<file path="src/sv/stsmc_pkg.sv">
`timescale 1ns / 1ps
package stsmc_pkg;

   localparam int CsrIndexW = 3;
   localparam int CsrDataW  = 24;

   localparam logic [CsrIndexW-1:0] CSR_BOUNDARY_WIDTH = 3'd0;
   localparam logic [CsrIndexW-1:0] CSR_ROOT_GAIN      = 3'd1;
   localparam logic [CsrIndexW-1:0] CSR_INTEGRAL_STEP  = 3'd2;
   localparam logic [CsrIndexW-1:0] CSR_INTEGRAL_MAX   = 3'd3;
   localparam logic [CsrIndexW-1:0] CSR_INTEGRAL_MIN   = 3'd4;
   localparam logic [CsrIndexW-1:0] CSR_DRIVE_MAX      = 3'd5;
   localparam logic [CsrIndexW-1:0] CSR_DRIVE_MIN      = 3'd6;

   localparam int MulAW = 32;
   localparam int MulBW = 17;
   localparam int MulPW = MulAW + MulBW;

   typedef struct packed {
      logic signed [15:0] reference;
      logic signed [15:0] feedback;
   } req_type;

   typedef struct packed {
      logic signed [15:0] drive;
      logic               integral_frozen;
   } rsp_type;

   typedef enum logic [3:0] {
      ST_IDLE,
      ST_DS_START,
      ST_DS_WAIT,
      ST_M1_START,
      ST_M1_WAIT,
      ST_M2_START,
      ST_M2_WAIT,
      ST_M3_START,
      ST_M3_WAIT,
      ST_INTEG,
      ST_ILIM,
      ST_SUM,
      ST_CLAMP,
      ST_DONE
   } stsmc_state_type;

endpackage

</file>
<file path="src/sv/stsmc_div.sv">
`timescale 1ns / 1ps
module stsmc_div import stsmc_pkg::*; (
   input  logic        clock,
   input  logic        reset,
   input  logic        start,
   input  logic [15:0] dividend,
   input  logic [15:0] divisor,
   output logic [14:0] quotient,
   output logic        done
);

   logic [15:0] rem_ff, rem_in;
   logic [14:0] quo_ff, quo_in;
   logic [15:0] div_ff;
   logic [3:0]  cnt_ff;
   logic        busy_ff;
   logic        done_ff;
   logic [16:0] shifted;
   logic        fits;

   always_comb begin
      shifted = {rem_ff, 1'b0};
      fits    = shifted >= {1'b0, div_ff};
      rem_in  = fits ? 16'(shifted - {1'b0, div_ff}) : shifted[15:0];
      quo_in  = {quo_ff[13:0], fits};
   end

   always_ff @(posedge clock) begin
      if (reset) begin
         busy_ff <= 1'b0;
         done_ff <= 1'b0;
         cnt_ff  <= '0;
      end else if (start) begin
         busy_ff <= 1'b1;
         done_ff <= 1'b0;
         cnt_ff  <= '0;
      end else if (busy_ff) begin
         cnt_ff <= cnt_ff + 4'd1;
         if (cnt_ff == 4'd14) begin
            busy_ff <= 1'b0;
            done_ff <= 1'b1;
         end
      end else begin
         done_ff <= 1'b0;
      end
   end

   always_ff @(posedge clock) begin
      if (start) begin
         rem_ff <= dividend;
         div_ff <= divisor;
         quo_ff <= '0;
      end else if (busy_ff) begin
         rem_ff <= rem_in;
         quo_ff <= quo_in;
      end
   end

   assign quotient = quo_ff;
   assign done     = done_ff;

endmodule

</file>
<file path="src/sv/stsmc_sqrt.sv">
`timescale 1ns / 1ps
module stsmc_sqrt import stsmc_pkg::*; (
   input  logic        clock,
   input  logic        reset,
   input  logic        start,
   input  logic [15:0] magnitude,
   output logic [15:0] root,
   output logic        done
);

   logic [31:0] rad_ff;
   logic [17:0] rem_ff, rem_in;
   logic [15:0] root_ff, root_in;
   logic [3:0]  cnt_ff;
   logic        busy_ff;
   logic        done_ff;
   logic [19:0] partial;
   logic [19:0] trial;
   logic        fits;

   always_comb begin
      partial = {rem_ff, rad_ff[31:30]};
      trial   = {2'b00, root_ff, 2'b01};
      fits    = partial >= trial;
      rem_in  = fits ? 18'(partial - trial) : partial[17:0];
      root_in = {root_ff[14:0], fits};
   end

   always_ff @(posedge clock) begin
      if (reset) begin
         busy_ff <= 1'b0;
         done_ff <= 1'b0;
         cnt_ff  <= '0;
      end else if (start) begin
         busy_ff <= 1'b1;
         done_ff <= 1'b0;
         cnt_ff  <= '0;
      end else if (busy_ff) begin
         cnt_ff <= cnt_ff + 4'd1;
         if (cnt_ff == 4'd15) begin
            busy_ff <= 1'b0;
            done_ff <= 1'b1;
         end
      end else begin
         done_ff <= 1'b0;
      end
   end

   always_ff @(posedge clock) begin
      if (start) begin
         rad_ff  <= {magnitude, 16'h0000};
         rem_ff  <= '0;
         root_ff <= '0;
      end else if (busy_ff) begin
         rad_ff  <= {rad_ff[29:0], 2'b00};
         rem_ff  <= rem_in;
         root_ff <= root_in;
      end
   end

   assign root = root_ff;
   assign done = done_ff;

endmodule

</file>
<file path="src/sv/stsmc_mul.sv">
`timescale 1ns / 1ps
module stsmc_mul import stsmc_pkg::*; (
   input  logic             clock,
   input  logic             reset,
   input  logic             start,
   input  logic [MulAW-1:0] mcand,
   input  logic [MulBW-1:0] mplier,
   output logic [MulPW-1:0] product,
   output logic             done
);

   logic [MulAW-1:0] a_ff;
   logic [MulAW:0]   hi_ff, hi_in;
   logic [MulBW-1:0] lo_ff, lo_in;
   logic [MulAW:0]   acc;
   logic [4:0]       cnt_ff;
   logic             busy_ff;
   logic             done_ff;

   always_comb begin
      acc   = hi_ff + (lo_ff[0] ? {1'b0, a_ff} : '0);
      hi_in = {1'b0, acc[MulAW:1]};
      lo_in = {acc[0], lo_ff[MulBW-1:1]};
   end

   always_ff @(posedge clock) begin
      if (reset) begin
         busy_ff <= 1'b0;
         done_ff <= 1'b0;
         cnt_ff  <= '0;
      end else if (start) begin
         busy_ff <= 1'b1;
         done_ff <= 1'b0;
         cnt_ff  <= '0;
      end else if (busy_ff) begin
         cnt_ff <= cnt_ff + 5'd1;
         if (cnt_ff == 5'(MulBW - 1)) begin
            busy_ff <= 1'b0;
            done_ff <= 1'b1;
         end
      end else begin
         done_ff <= 1'b0;
      end
   end

   always_ff @(posedge clock) begin
      if (start) begin
         a_ff  <= mcand;
         hi_ff <= '0;
         lo_ff <= mplier;
      end else if (busy_ff) begin
         hi_ff <= hi_in;
         lo_ff <= lo_in;
      end
   end

   assign product = {hi_ff[MulAW-1:0], lo_ff};
   assign done    = done_ff;

endmodule

</file>
<file path="src/sv/super_twisting_sliding_mode_controller.sv">
// Channel   Ports                        Word
// input     req_valid/req_ready          req_data: reference, feedback
// result    rsp_valid/rsp_ready          rsp_data: drive, integral_frozen
// config    csr_we/csr_index/csr_wdata   one register per write, no wait
// Each word runs through the 16-step square root and then three passes through the
// shared bit-serial multiplier.
// A new word is accepted while the previous result waits in the output register.
// Reset is synchronous and restores the register defaults and clears the state.
`timescale 1ns / 1ps
module super_twisting_sliding_mode_controller import stsmc_pkg::*; (
   input  logic                 clock,
   input  logic                 reset,
   input  logic                 req_valid,
   output logic                 req_ready,
   input  req_type              req_data,
   output logic                 rsp_valid,
   input  logic                 rsp_ready,
   output rsp_type              rsp_data,
   input  logic                 csr_we,
   input  logic [CsrIndexW-1:0] csr_index,
   input  logic [CsrDataW-1:0]  csr_wdata
);

   stsmc_state_type state_ff, state_in;

   logic [15:0]        boundary_ff;
   logic [15:0]        gain_ff;
   logic [23:0]        step_ff;
   logic signed [15:0] imax_ff, imin_ff, dmax_ff, dmin_ff;

   logic signed [16:0] prev_sat_ff;
   logic signed [31:0] integ_ff;
   logic               frozen_ff;

   logic               neg_ff;
   logic [15:0]        mag_ff;
   logic               lin_ff;
   logic [15:0]        sat_mag_ff;
   logic signed [16:0] sat_ff;
   logic [15:0]        sqrt_ff;
   logic [31:0]        prod_ff;
   logic signed [33:0] nl_ff;
   logic signed [26:0] delta_ff;
   logic signed [33:0] inew_ff;
   logic signed [35:0] sum_ff;

   logic               rsp_valid_ff;
   rsp_type            rsp_ff;

   logic               accept;
   logic               out_free;
   logic               ds_start, mul_start;
   logic [15:0]        bnd;
   logic signed [16:0] err;
   logic signed [17:0] ssum;
   logic [16:0]        smag;
   logic [MulAW-1:0]   mul_a;
   logic [MulBW-1:0]   mul_b;
   logic [MulPW-1:0]   mul_p;
   logic               mul_done, div_done, sqrt_done;
   logic [14:0]        quo;
   logic [15:0]        root;
   logic signed [33:0] imax34, imin34, integ34;
   logic signed [35:0] dmax36, dmin36, rounded;
   logic               opposite, strictly_between;

   assign accept   = req_valid && req_ready;
   assign out_free = !rsp_valid_ff || rsp_ready;
   assign bnd      = (boundary_ff == 16'd0) ? 16'd1 : boundary_ff;
   assign err      = {req_data.reference[15], req_data.reference}
                     - {req_data.feedback[15], req_data.feedback};
   assign ssum     = {sat_ff[16], sat_ff} + {prev_sat_ff[16], prev_sat_ff};
   assign smag     = ssum[17] ? 17'(-ssum) : ssum[16:0];
   assign imax34   = {{2{imax_ff[15]}}, imax_ff, 16'h0000};
   assign imin34   = {{2{imin_ff[15]}}, imin_ff, 16'h0000};
   assign integ34  = {{2{integ_ff[31]}}, integ_ff};
   assign dmax36   = {{4{dmax_ff[15]}}, dmax_ff, 16'h0000};
   assign dmin36   = {{4{dmin_ff[15]}}, dmin_ff, 16'h0000};
   assign rounded  = sum_ff + 36'sd32768;
   assign opposite = (!sat_ff[16] && sat_ff != 17'sd0 && integ_ff < 32'sd0)
                     || (sat_ff[16] && integ_ff > 32'sd0);
   assign strictly_between = (integ34 < imax34) && (integ34 > imin34);

   always_comb begin
      state_in = state_ff;
      case (state_ff)
         ST_IDLE:     if (accept) state_in = ST_DS_START;
         ST_DS_START: state_in = ST_DS_WAIT;
         ST_DS_WAIT:  if (sqrt_done) state_in = ST_M1_START;
         ST_M1_START: state_in = ST_M1_WAIT;
         ST_M1_WAIT:  if (mul_done) state_in = ST_M2_START;
         ST_M2_START: state_in = ST_M2_WAIT;
         ST_M2_WAIT:  if (mul_done) state_in = ST_M3_START;
         ST_M3_START: state_in = ST_M3_WAIT;
         ST_M3_WAIT:  if (mul_done) state_in = ST_INTEG;
         ST_INTEG: begin
            if (step_ff != 24'd0 && !frozen_ff) state_in = ST_ILIM;
            else state_in = ST_SUM;
         end
         ST_ILIM:     state_in = ST_SUM;
         ST_SUM:      state_in = ST_CLAMP;
         ST_CLAMP:    state_in = ST_DONE;
         ST_DONE:     if (out_free) state_in = ST_IDLE;
         default:     state_in = ST_IDLE;
      endcase
   end

   always_comb begin
      req_ready = 1'b0;
      ds_start  = 1'b0;
      mul_start = 1'b0;
      mul_a     = '0;
      mul_b     = '0;
      case (state_ff)
         ST_IDLE:     req_ready = !reset;
         ST_DS_START: ds_start = 1'b1;
         ST_M1_START: begin
            mul_start = 1'b1;
            mul_a     = {16'h0000, gain_ff};
            mul_b     = {1'b0, sqrt_ff};
         end
         ST_M2_START: begin
            mul_start = 1'b1;
            mul_a     = prod_ff;
            mul_b     = {1'b0, sat_mag_ff};
         end
         ST_M3_START: begin
            mul_start = 1'b1;
            mul_a     = {8'h00, step_ff};
            mul_b     = smag;
         end
         default: begin
            req_ready = 1'b0;
         end
      endcase
   end

   stsmc_div u_div (
      .clock    (clock),
      .reset    (reset),
      .start    (ds_start),
      .dividend (mag_ff),
      .divisor  (bnd),
      .quotient (quo),
      .done     (div_done)
   );

   stsmc_sqrt u_sqrt (
      .clock     (clock),
      .reset     (reset),
      .start     (ds_start),
      .magnitude (mag_ff),
      .root      (root),
      .done      (sqrt_done)
   );

   stsmc_mul u_mul (
      .clock   (clock),
      .reset   (reset),
      .start   (mul_start),
      .mcand   (mul_a),
      .mplier  (mul_b),
      .product (mul_p),
      .done    (mul_done)
   );

   always_ff @(posedge clock) begin
      if (reset) begin
         state_ff     <= ST_IDLE;
         boundary_ff  <= 16'd1024;
         gain_ff      <= 16'd256;
         step_ff      <= 24'd0;
         imax_ff      <= 16'sh7FFF;
         imin_ff      <= 16'sh8000;
         dmax_ff      <= 16'sh7FFF;
         dmin_ff      <= 16'sh8000;
         prev_sat_ff  <= '0;
         integ_ff     <= '0;
         frozen_ff    <= 1'b0;
         rsp_valid_ff <= 1'b0;
      end else begin
         state_ff <= state_in;
         if (csr_we) begin
            case (csr_index)
               CSR_BOUNDARY_WIDTH: boundary_ff <= csr_wdata[15:0];
               CSR_ROOT_GAIN:      gain_ff     <= csr_wdata[15:0];
               CSR_INTEGRAL_STEP:  step_ff     <= csr_wdata;
               CSR_INTEGRAL_MAX:   imax_ff     <= csr_wdata[15:0];
               CSR_INTEGRAL_MIN:   imin_ff     <= csr_wdata[15:0];
               CSR_DRIVE_MAX:      dmax_ff     <= csr_wdata[15:0];
               CSR_DRIVE_MIN:      dmin_ff     <= csr_wdata[15:0];
               default: begin
               end
            endcase
         end
         if (state_ff == ST_INTEG && step_ff != 24'd0 && frozen_ff
             && (opposite || strictly_between))
            frozen_ff <= 1'b0;
         if (state_ff == ST_ILIM) begin
            if (inew_ff > imax34) begin
               integ_ff  <= imax34[31:0];
               frozen_ff <= 1'b1;
            end else if (inew_ff < imin34) begin
               integ_ff  <= imin34[31:0];
               frozen_ff <= 1'b1;
            end else begin
               integ_ff <= inew_ff[31:0];
            end
         end
         if (state_ff == ST_SUM) prev_sat_ff <= sat_ff;
         if (state_ff == ST_DONE && out_free) rsp_valid_ff <= 1'b1;
         else if (rsp_ready) rsp_valid_ff <= 1'b0;
      end
   end

   always_ff @(posedge clock) begin
      if (accept) begin
         neg_ff <= err[16];
         mag_ff <= err[16] ? 16'(-err) : err[15:0];
      end
      if (state_ff == ST_DS_START) lin_ff <= mag_ff < bnd;
      if (state_ff == ST_DS_WAIT && div_done) begin
         sat_mag_ff <= lin_ff ? {1'b0, quo} : 16'h8000;
         sat_ff     <= neg_ff ? -$signed({1'b0, (lin_ff ? {1'b0, quo} : 16'h8000)})
                              : $signed({1'b0, (lin_ff ? {1'b0, quo} : 16'h8000)});
      end
      if (state_ff == ST_DS_WAIT && sqrt_done) sqrt_ff <= root;
      if (state_ff == ST_M1_WAIT && mul_done) prod_ff <= mul_p[31:0];
      if (state_ff == ST_M2_WAIT && mul_done)
         nl_ff <= sat_ff[16] ? -$signed({2'b00, mul_p[46:15]})
                             : $signed({2'b00, mul_p[46:15]});
      if (state_ff == ST_M3_WAIT && mul_done)
         delta_ff <= ssum[17] ? -$signed({2'b00, mul_p[39:15]})
                              : $signed({2'b00, mul_p[39:15]});
      if (state_ff == ST_INTEG)
         inew_ff <= {{2{integ_ff[31]}}, integ_ff} + {{7{delta_ff[26]}}, delta_ff};
      if (state_ff == ST_SUM)
         sum_ff <= {{2{nl_ff[33]}}, nl_ff} + {{4{integ_ff[31]}}, integ_ff};
      if (state_ff == ST_CLAMP) begin
         if (sum_ff > dmax36) sum_ff <= dmax36;
         else if (sum_ff < dmin36) sum_ff <= dmin36;
      end
      if (state_ff == ST_DONE && out_free) begin
         rsp_ff.drive           <= rounded[31:16];
         rsp_ff.integral_frozen <= frozen_ff;
      end
   end

   assign rsp_valid = rsp_valid_ff;
   assign rsp_data  = rsp_ff;

endmodule
</file>
<file path="config.mk">
export PLATFORM = sky130hd
export DESIGN_NAME = super_twisting_sliding_mode_controller
export DESIGN_NICKNAME = d
export VERILOG_FILES = /design/src/sv/stsmc_pkg.sv /design/src/sv/stsmc_div.sv /design/src/sv/stsmc_sqrt.sv /design/src/sv/stsmc_mul.sv /design/src/sv/super_twisting_sliding_mode_controller.sv
export SDC_FILE = /design/constraint.sdc
export NUM_CORES = 2
export LEC_CHECK = 0
export BUFFER_PORTS_ARGS = -buffer_cell sky130_fd_sc_hd__buf_2
export CELL_PAD_IN_SITES_DETAIL_PLACEMENT = 1
export CELL_PAD_IN_SITES_GLOBAL_PLACEMENT = 2
export CORE_MARGIN = 2
export CORE_UTILIZATION = 37
export CTS_CLUSTER_DIAMETER = 150
export DETAILED_ROUTE_END_ITERATION = 12
export HOLD_SLACK_MARGIN = 0.06
export PLACE_DENSITY_LB_ADDON = 0.1
export SYNTH_ARGS = -nofsm -noshare
export SYNTH_HDL_FRONTEND = slang
export SYNTH_SLANG_ARGS = --single-unit
export TNS_END_PERCENT = 30
</file>
<file path="constraint.sdc">
create_clock -name clock -period 3.4 [get_ports clock]
set_input_delay 0.17 -clock clock [delete_from_list [all_inputs] [get_ports clock]]
set_output_delay 0.17 -clock clock [all_outputs]
set_load 0.03 [all_outputs]
</file>
---- Word-level counts from Yosys, hierarchy flattened ----
Index checks and enable logic that the tools add are counted.
cells by class
  add/sub/neg operators ................... 16
  order comparisons ....................... 11
  eq/ne operators ......................... 28
  muxes and demuxes ....................... 50
  bitwise logic cells ..................... 3
  reductions and logical operators ........ 45
operator list
  operator                                                                          number
  32-bit 2-to-1 mux                                                                 6
  36-bit 2-to-1 mux                                                                 4
  16-bit 2-to-1 mux                                                                 7
  32-bit one-hot mux with 3 select lines                                            1
  4-bit one-hot mux with 14 select lines                                            1
  17-bit 2-to-1 mux                                                                 3
  17-bit one-hot mux with 3 select lines                                            1
  36-bit by 32-bit greater-than comparator with 1-bit output                        1
  36-bit by 32-bit < comparator with 1-bit output                                   1
  34-bit by 32-bit adder with 35-bit output                                         1
  34-bit by 32-bit greater-than comparator with 1-bit output                        1
  34-bit by 32-bit < comparator with 1-bit output                                   1
  32-bit negation with 34-bit output                                                1
  32-bit by 27-bit adder with 33-bit output                                         1
  32-bit by 33-bit adder with 33-bit output                                         1
  32-bit by 17-bit adder with 32-bit output, second input constant                  1
  4-bit == test, second input constant                                              8
  32-bit by 1-bit greater-than comparator with 1-bit output, second input constant  1
  32-bit greater-than comparator                                                    1
  32-bit by 1-bit < comparator with 1-bit output, second input constant             1
  32-bit < comparator                                                               1
  25-bit negation with 27-bit output                                                1
  25-bit 2-to-1 mux                                                                 1
  4-bit 2-to-1 mux                                                                  6
  37 further kinds                                                                  101
word-level totals
  bits in registers ....................... 619
  output and inout port bits .............. 19

---- Logic depth before layout (Yosys ltp) ----
  word-level depth ........................ 10
  depth in mapped cells ................... 15
  mapped depth without buffers ............ 15

---- Modules after synthesis ----
Synthesis repeated with hierarchy kept, for this count alone.
unflattened totals
  cell total of the unflattened synthesis .. 4000
  area total of the unflattened synthesis .. 37118.1 um^2
modules (own cells, without submodules)
  module                                  instances  cells each  area an instance (um^2)  seq. area each (um^2)
  super_twisting_sliding_mode_controller  1          2804        25443.2                  10500.1
  stsmc_mul                               1          535         5252.5                   2252.2
  stsmc_sqrt                              1          341         3244.4                   1281.2
  stsmc_div                               1          320         3178.0                   1381.3

---- Worst setup path after synthesis ----
No wires, ideal clock.
  kind .................................... reg-to-reg
  start ................................... reg delta_ff[0]
  end ..................................... reg inew_ff[30], data pin
  setup time .............................. 262 ps
  arrival time ............................ 2942 ps
  data required time ...................... 3138 ps
  slack ................................... 196 ps
  stages on the path, launching flop included .. 14
  path buffers ............................ 0
  period minus slack after synthesis ...... 3204 ps
  path through ............................ edfxtp_1 ha_1 inv_1 fa_1 nor2b_1 o31a_1 o221ai_1 a21oi_1 o21ai_0 a21oi_1 and4_1 a2111oi_0 a21oi_1 xor2_1
on the way
  longest elaborated chain between the ends .. 1
RTL lines
  element                                    RTL line                                       source
  from (decl)                                super_twisting_sliding_mode_controller.sv:43   logic signed [26:0] delta_ff;
  from (signal assigned)                     super_twisting_sliding_mode_controller.sv:233  delta_ff <= ssum[17] ? -$signed({2'b00, mul_p[39:15]})
  32-bit by 27-bit adder with 33-bit output  super_twisting_sliding_mode_controller.sv:236  inew_ff <= {{2{integ_ff[31]}}, integ_ff} + {{7{delta_ff[26]}}, delta_ff};
  to (signal assigned)                       super_twisting_sliding_mode_controller.sv:236
  to (decl)                                  super_twisting_sliding_mode_controller.sv:44   logic signed [33:0] inew_ff;
Every way passes these cells.
A chain may end at the register's enable or synchronous reset.

---- Final worst setup path ----
  start ................................... reg integ_ff[0]
  end ..................................... reg sum_ff[32]
on the way
  longest elaborated chain between the ends .. 5
RTL lines
  element                                      RTL line                                       source
  from (decl)                                  super_twisting_sliding_mode_controller.sv:32   logic signed [31:0] integ_ff;
  from (signal assigned)                       super_twisting_sliding_mode_controller.sv:201  integ_ff <= imax34[31:0];
  from (signal assigned)                       super_twisting_sliding_mode_controller.sv:204  integ_ff <= imin34[31:0];
  from (signal assigned)                       super_twisting_sliding_mode_controller.sv:207  integ_ff <= inew_ff[31:0];
  34-bit by 32-bit adder with 35-bit output *  super_twisting_sliding_mode_controller.sv:238  sum_ff <= {{2{nl_ff[33]}}, nl_ff} + {{4{integ_ff[31]}}, integ_ff};
  36-bit 2-to-1 mux *                          super_twisting_sliding_mode_controller.sv:237  if (state_ff == ST_SUM)
  36-bit 2-to-1 mux                            super_twisting_sliding_mode_controller.sv:241  else if (sum_ff < dmin36) sum_ff <= dmin36;
  36-bit 2-to-1 mux                            super_twisting_sliding_mode_controller.sv:240  if (sum_ff > dmax36) sum_ff <= dmax36;
  36-bit 2-to-1 mux *                          super_twisting_sliding_mode_controller.sv:239  if (state_ff == ST_CLAMP) begin
  to (signal assigned)                         super_twisting_sliding_mode_controller.sv:238
  to (signal assigned)                         super_twisting_sliding_mode_controller.sv:240
  to (signal assigned)                         super_twisting_sliding_mode_controller.sv:241
  to (decl)                                    super_twisting_sliding_mode_controller.sv:45   logic signed [35:0] sum_ff;
Every way passes the cells marked *; elsewhere a longest branch is shown, timed or not.

==> flow_summary.toml <==
[cts]
cts_buffer_depth = 3
clkTransAtPathRegs_ps = 60
cts_root_buffer = "clkbuf_16"
h-tree-depth = 3
cts-buffers-inserted = 75
cts_tree = "done"
clock_latency_ps = 660
cts.sink_count = 617

[routing]
via_per_inst = 5.337
dr.pass1.iters = 7
vias = 29370
drc = 0
drt_first_iter_violations = 1621
avgRoutedWirePerCell_um = 21.51
finalWirelength_um = 118400
drtAntennaViolNets = 0

[setup_path]
crit_type = "register to register"
crit_required_ps = 3960
endpoint_kind = "register"
worstPathArrival_ps = 3820
critPathMaxFanout = 3
start_kind = "register"
rr_worst_depth = 14

[finish]
nNetsFinal = 4527
drive_gt1_share_pct = 11.88
post-route-util_pct = 43.59
areaGrowthSynthToFinish_pct = 16.76
fin_area_sq_um = 42150
nFillCells = 11150
final_cell_mix = "nand2_1, a21oi_1, nor2_1"
layout.cells.most_common = "nand2_1"

[die]
core-area_sq_um = 96710
initial_utilization_pct = 37.33
io-pin-count = 83
die_h_um = 316.4
fp-row-count = 114
die_area_sq_um = 100100
fp.dieW_um = 316.4

[timing]
tns_ps = 0
worst_pin_slew_ps = 1071
finalSetupViolCount = 0
slew_viol_final = 0
relSlewSlack_pct = 28.41
max_clock_freq_mhz = 306.9
finalCriticalPeriod_ps = 3258
finalHoldViolCount = 0
period_share_pct = 95.84
skew_ps = 26.30

[synth]
yosys-top-cells-area = "edfxtp_1, dfxtp_1, ha_1, a21oi_1, nand2_1"
ys_seq_area_share_pct = 42.70
synth_top_family_by_area = "compound AO/OA/AOI/OAI gates"
synth_cells = 3967
synth_area_leader_cell = "edfxtp_1"
synth_mux_area_share_pct = 2.696
syn_area_per_cell_sq_um = 9.100
yosys_warnings = 0
ys_ff_latch = 617
async_flop_share_pct = 0
dominantRegCellSynth = "dfxtp_1"
synthAdderAreaFrac_pct = 10.49
synth_cell_type_count = 79
yosys.area_share.simple_pct = 16.88
yosysTopAreaCellShare_pct = 25.45
syn_area_sq_um = 36100
synth_edf_count = 306
synth_compound_area_share_pct = 17.22
synth-xor-area-share_pct = 5.823
synth.net_count = 4330

[run]
maxCapViolCount = 0

[worst_hold_path]
hp-class = "input port to register"
min_path_cells = 3

[power]
switching_share_pct = 33.49
peakVddDrop_mv = 0.3880
power.total_mw = 25.11
leakage_nw = 16.83
pwr-share-comb_pct = 30.2
powerDensity_nw_per_um2 = 595.8
p_int_mw = 16.70
clock_power_share_pct = 32.5
p_seq_share_pct = 37.3
p_switching_mw = 8.411

[placed_design]
dpl.hpwl_um = 90300
placed_cell_area_sq_um = 39050
io_buffers = 82
gp_congestion = 0.8617

[global_routing]
gr-total-overflow = 0
antenna_found_initial = 1
grt_first_pass_wirelength_um = 181300
grt_max_degree = 136
grt_pass1_vias = 29870
groute.usage.overall_pct = 23.67

[status]
outcome = "finished clean"
[routing by layer]
metal | vias up | wire [um] | GRT usage, %
met3 | 117 | 3256 | 2.871
met4 | 0 | 3064 | 6.893
met2 | 382 | 57660 | 40.93
li1 | 14620 | - | -
met5 | - | 0 | 0
met1 | 14250 | 54410 | 30.96
[sequential cells by signal, summed over array words and instances (netlist names), 18 cells and up]
name           flops
u_mul.hi_ff       32
delta_ff          27
prod_ff           32
integ_ff          32
inew_ff           33
u_sqrt.rem_ff     18
u_mul.a_ff        32
nl_ff             34
step_ff           24
sum_ff            36
[final timing paths]
kind	from	to	slack, ps
setup / recovery	integ_ff[0]	sum_ff[32]	140
hold / removal	req_data[17]	mag_ff[1]	110
setup reg to reg	integ_ff[0]	sum_ff[32]	140
hold reg to reg	gain_ff[5]	gain_ff[5]	450
[power by group through the flow]
stage	Clock (mW)	Sequential [mW]	Combinational, mW
final	8.17	9.37	7.57
after global routing	8.68	9.45	8.48
after CTS	8.40	9.37	7.57
after detailed placement	0	9.53	7.48
after global placement	0	9.51	7.43
after floorplan	0	9.33	5.13
[final cells by class]
cell class              instances  area (sq um)  share of cell area (%)
multi-input cells            2948         19540                   46.35
flip-flops and latches        617         15420                   36.58
repair buffers                309          2312                   5.485
clock buffers                 105          2069                   4.909
well taps                    1276          1597                   3.787
inverters                     213         799.5                   1.897
clock inverters                34         415.4                  0.9855
diodes                          1         2.502                0.005936
[per-stage QoR]
stage / worst slack, ps / instances / hold WS, ps
after floorplan: 196.0 / 3967 / 294.0
after global placement: -91.74 / 5330 / 440.4
after detailed placement: -118.5 / 5330 / 445.8
after CTS: 9.051 / 5499 / 76.68
after global routing: -47.99 / 5502 / 103.0
final: 141.5 / 5503 / 112.8
[Yosys cell counts, types with 7 or more instances]
| library cell | instances |
|---|---|
| nor2_1 | 318 |
| nor3_1 | 52 |
| a22oi_1 | 18 |
| a31oi_1 | 46 |
| o31ai_1 | 24 |
| and4_1 | 7 |
| o21bai_1 | 14 |
| nor4_1 | 51 |
| o211ai_1 | 47 |
| or3_1 | 16 |
| o21ai_1 | 9 |
| o221ai_1 | 19 |
| a221oi_1 | 8 |
| nand2_1 | 518 |
| nor3b_1 | 8 |
| o31a_1 | 7 |
| nand4_1 | 46 |
| dfxtp_1 | 311 |
| nor2b_1 | 44 |
| nand3_1 | 66 |
| buf_1 | 19 |
| a22o_1 | 8 |
| or2_2 | 15 |
| edfxtp_1 | 306 |
| and2_1 | 49 |
| a21boi_0 | 9 |
| inv_1 | 209 |
| mux2i_1 | 95 |
| xor2_1 | 67 |
| and3_1 | 53 |
| o21a_1 | 44 |
| o21ai_0 | 155 |
| ha_1 | 293 |
| clkbuf_1 | 169 |
| o22ai_1 | 7 |
| xnor2_1 | 173 |
| nand2b_1 | 39 |
| a21o_1 | 72 |
| a211oi_1 | 46 |
| o41ai_1 | 8 |
| a21oi_1 | 402 |
| a2111oi_0 | 12 |
[critical path: stages, from the launching register on]
cell,delay (ps)
dfxtp_1,320
buf_4,140
ha_2,190
inv_1,70
fa_2,190
nor2b_1,60
o31a_1,280
o41a_1,380
o32a_1,350
a21oi_2,200
o21ai_2,100
a2111oi_2,420
nor3_1,110
xnor2_1,130
a211oi_1,210
[logic make-up (layout without fill, tap and decap cells)]
logic type,Yosys count,in the layout
AOI/OAI and AO/OA,999,999
xor gates and xnor gates,240,240
adders and majority gates,299,299
buffers and inverters,402,661
DFF,617,617
muxes,97,97
other,0,1
and+or+nand+nor,1313,1313
[repair_timing]
action,in CTS,in global routing
gates cloned,0,0
resized for setup,2,67
hold buffers,30,0
pin swaps,0,9
endpoints found under the setup margin,2,38
buffers inserted,0,3
hold endpoints to repair,121,0
Power figures use the tool's default switching activity.
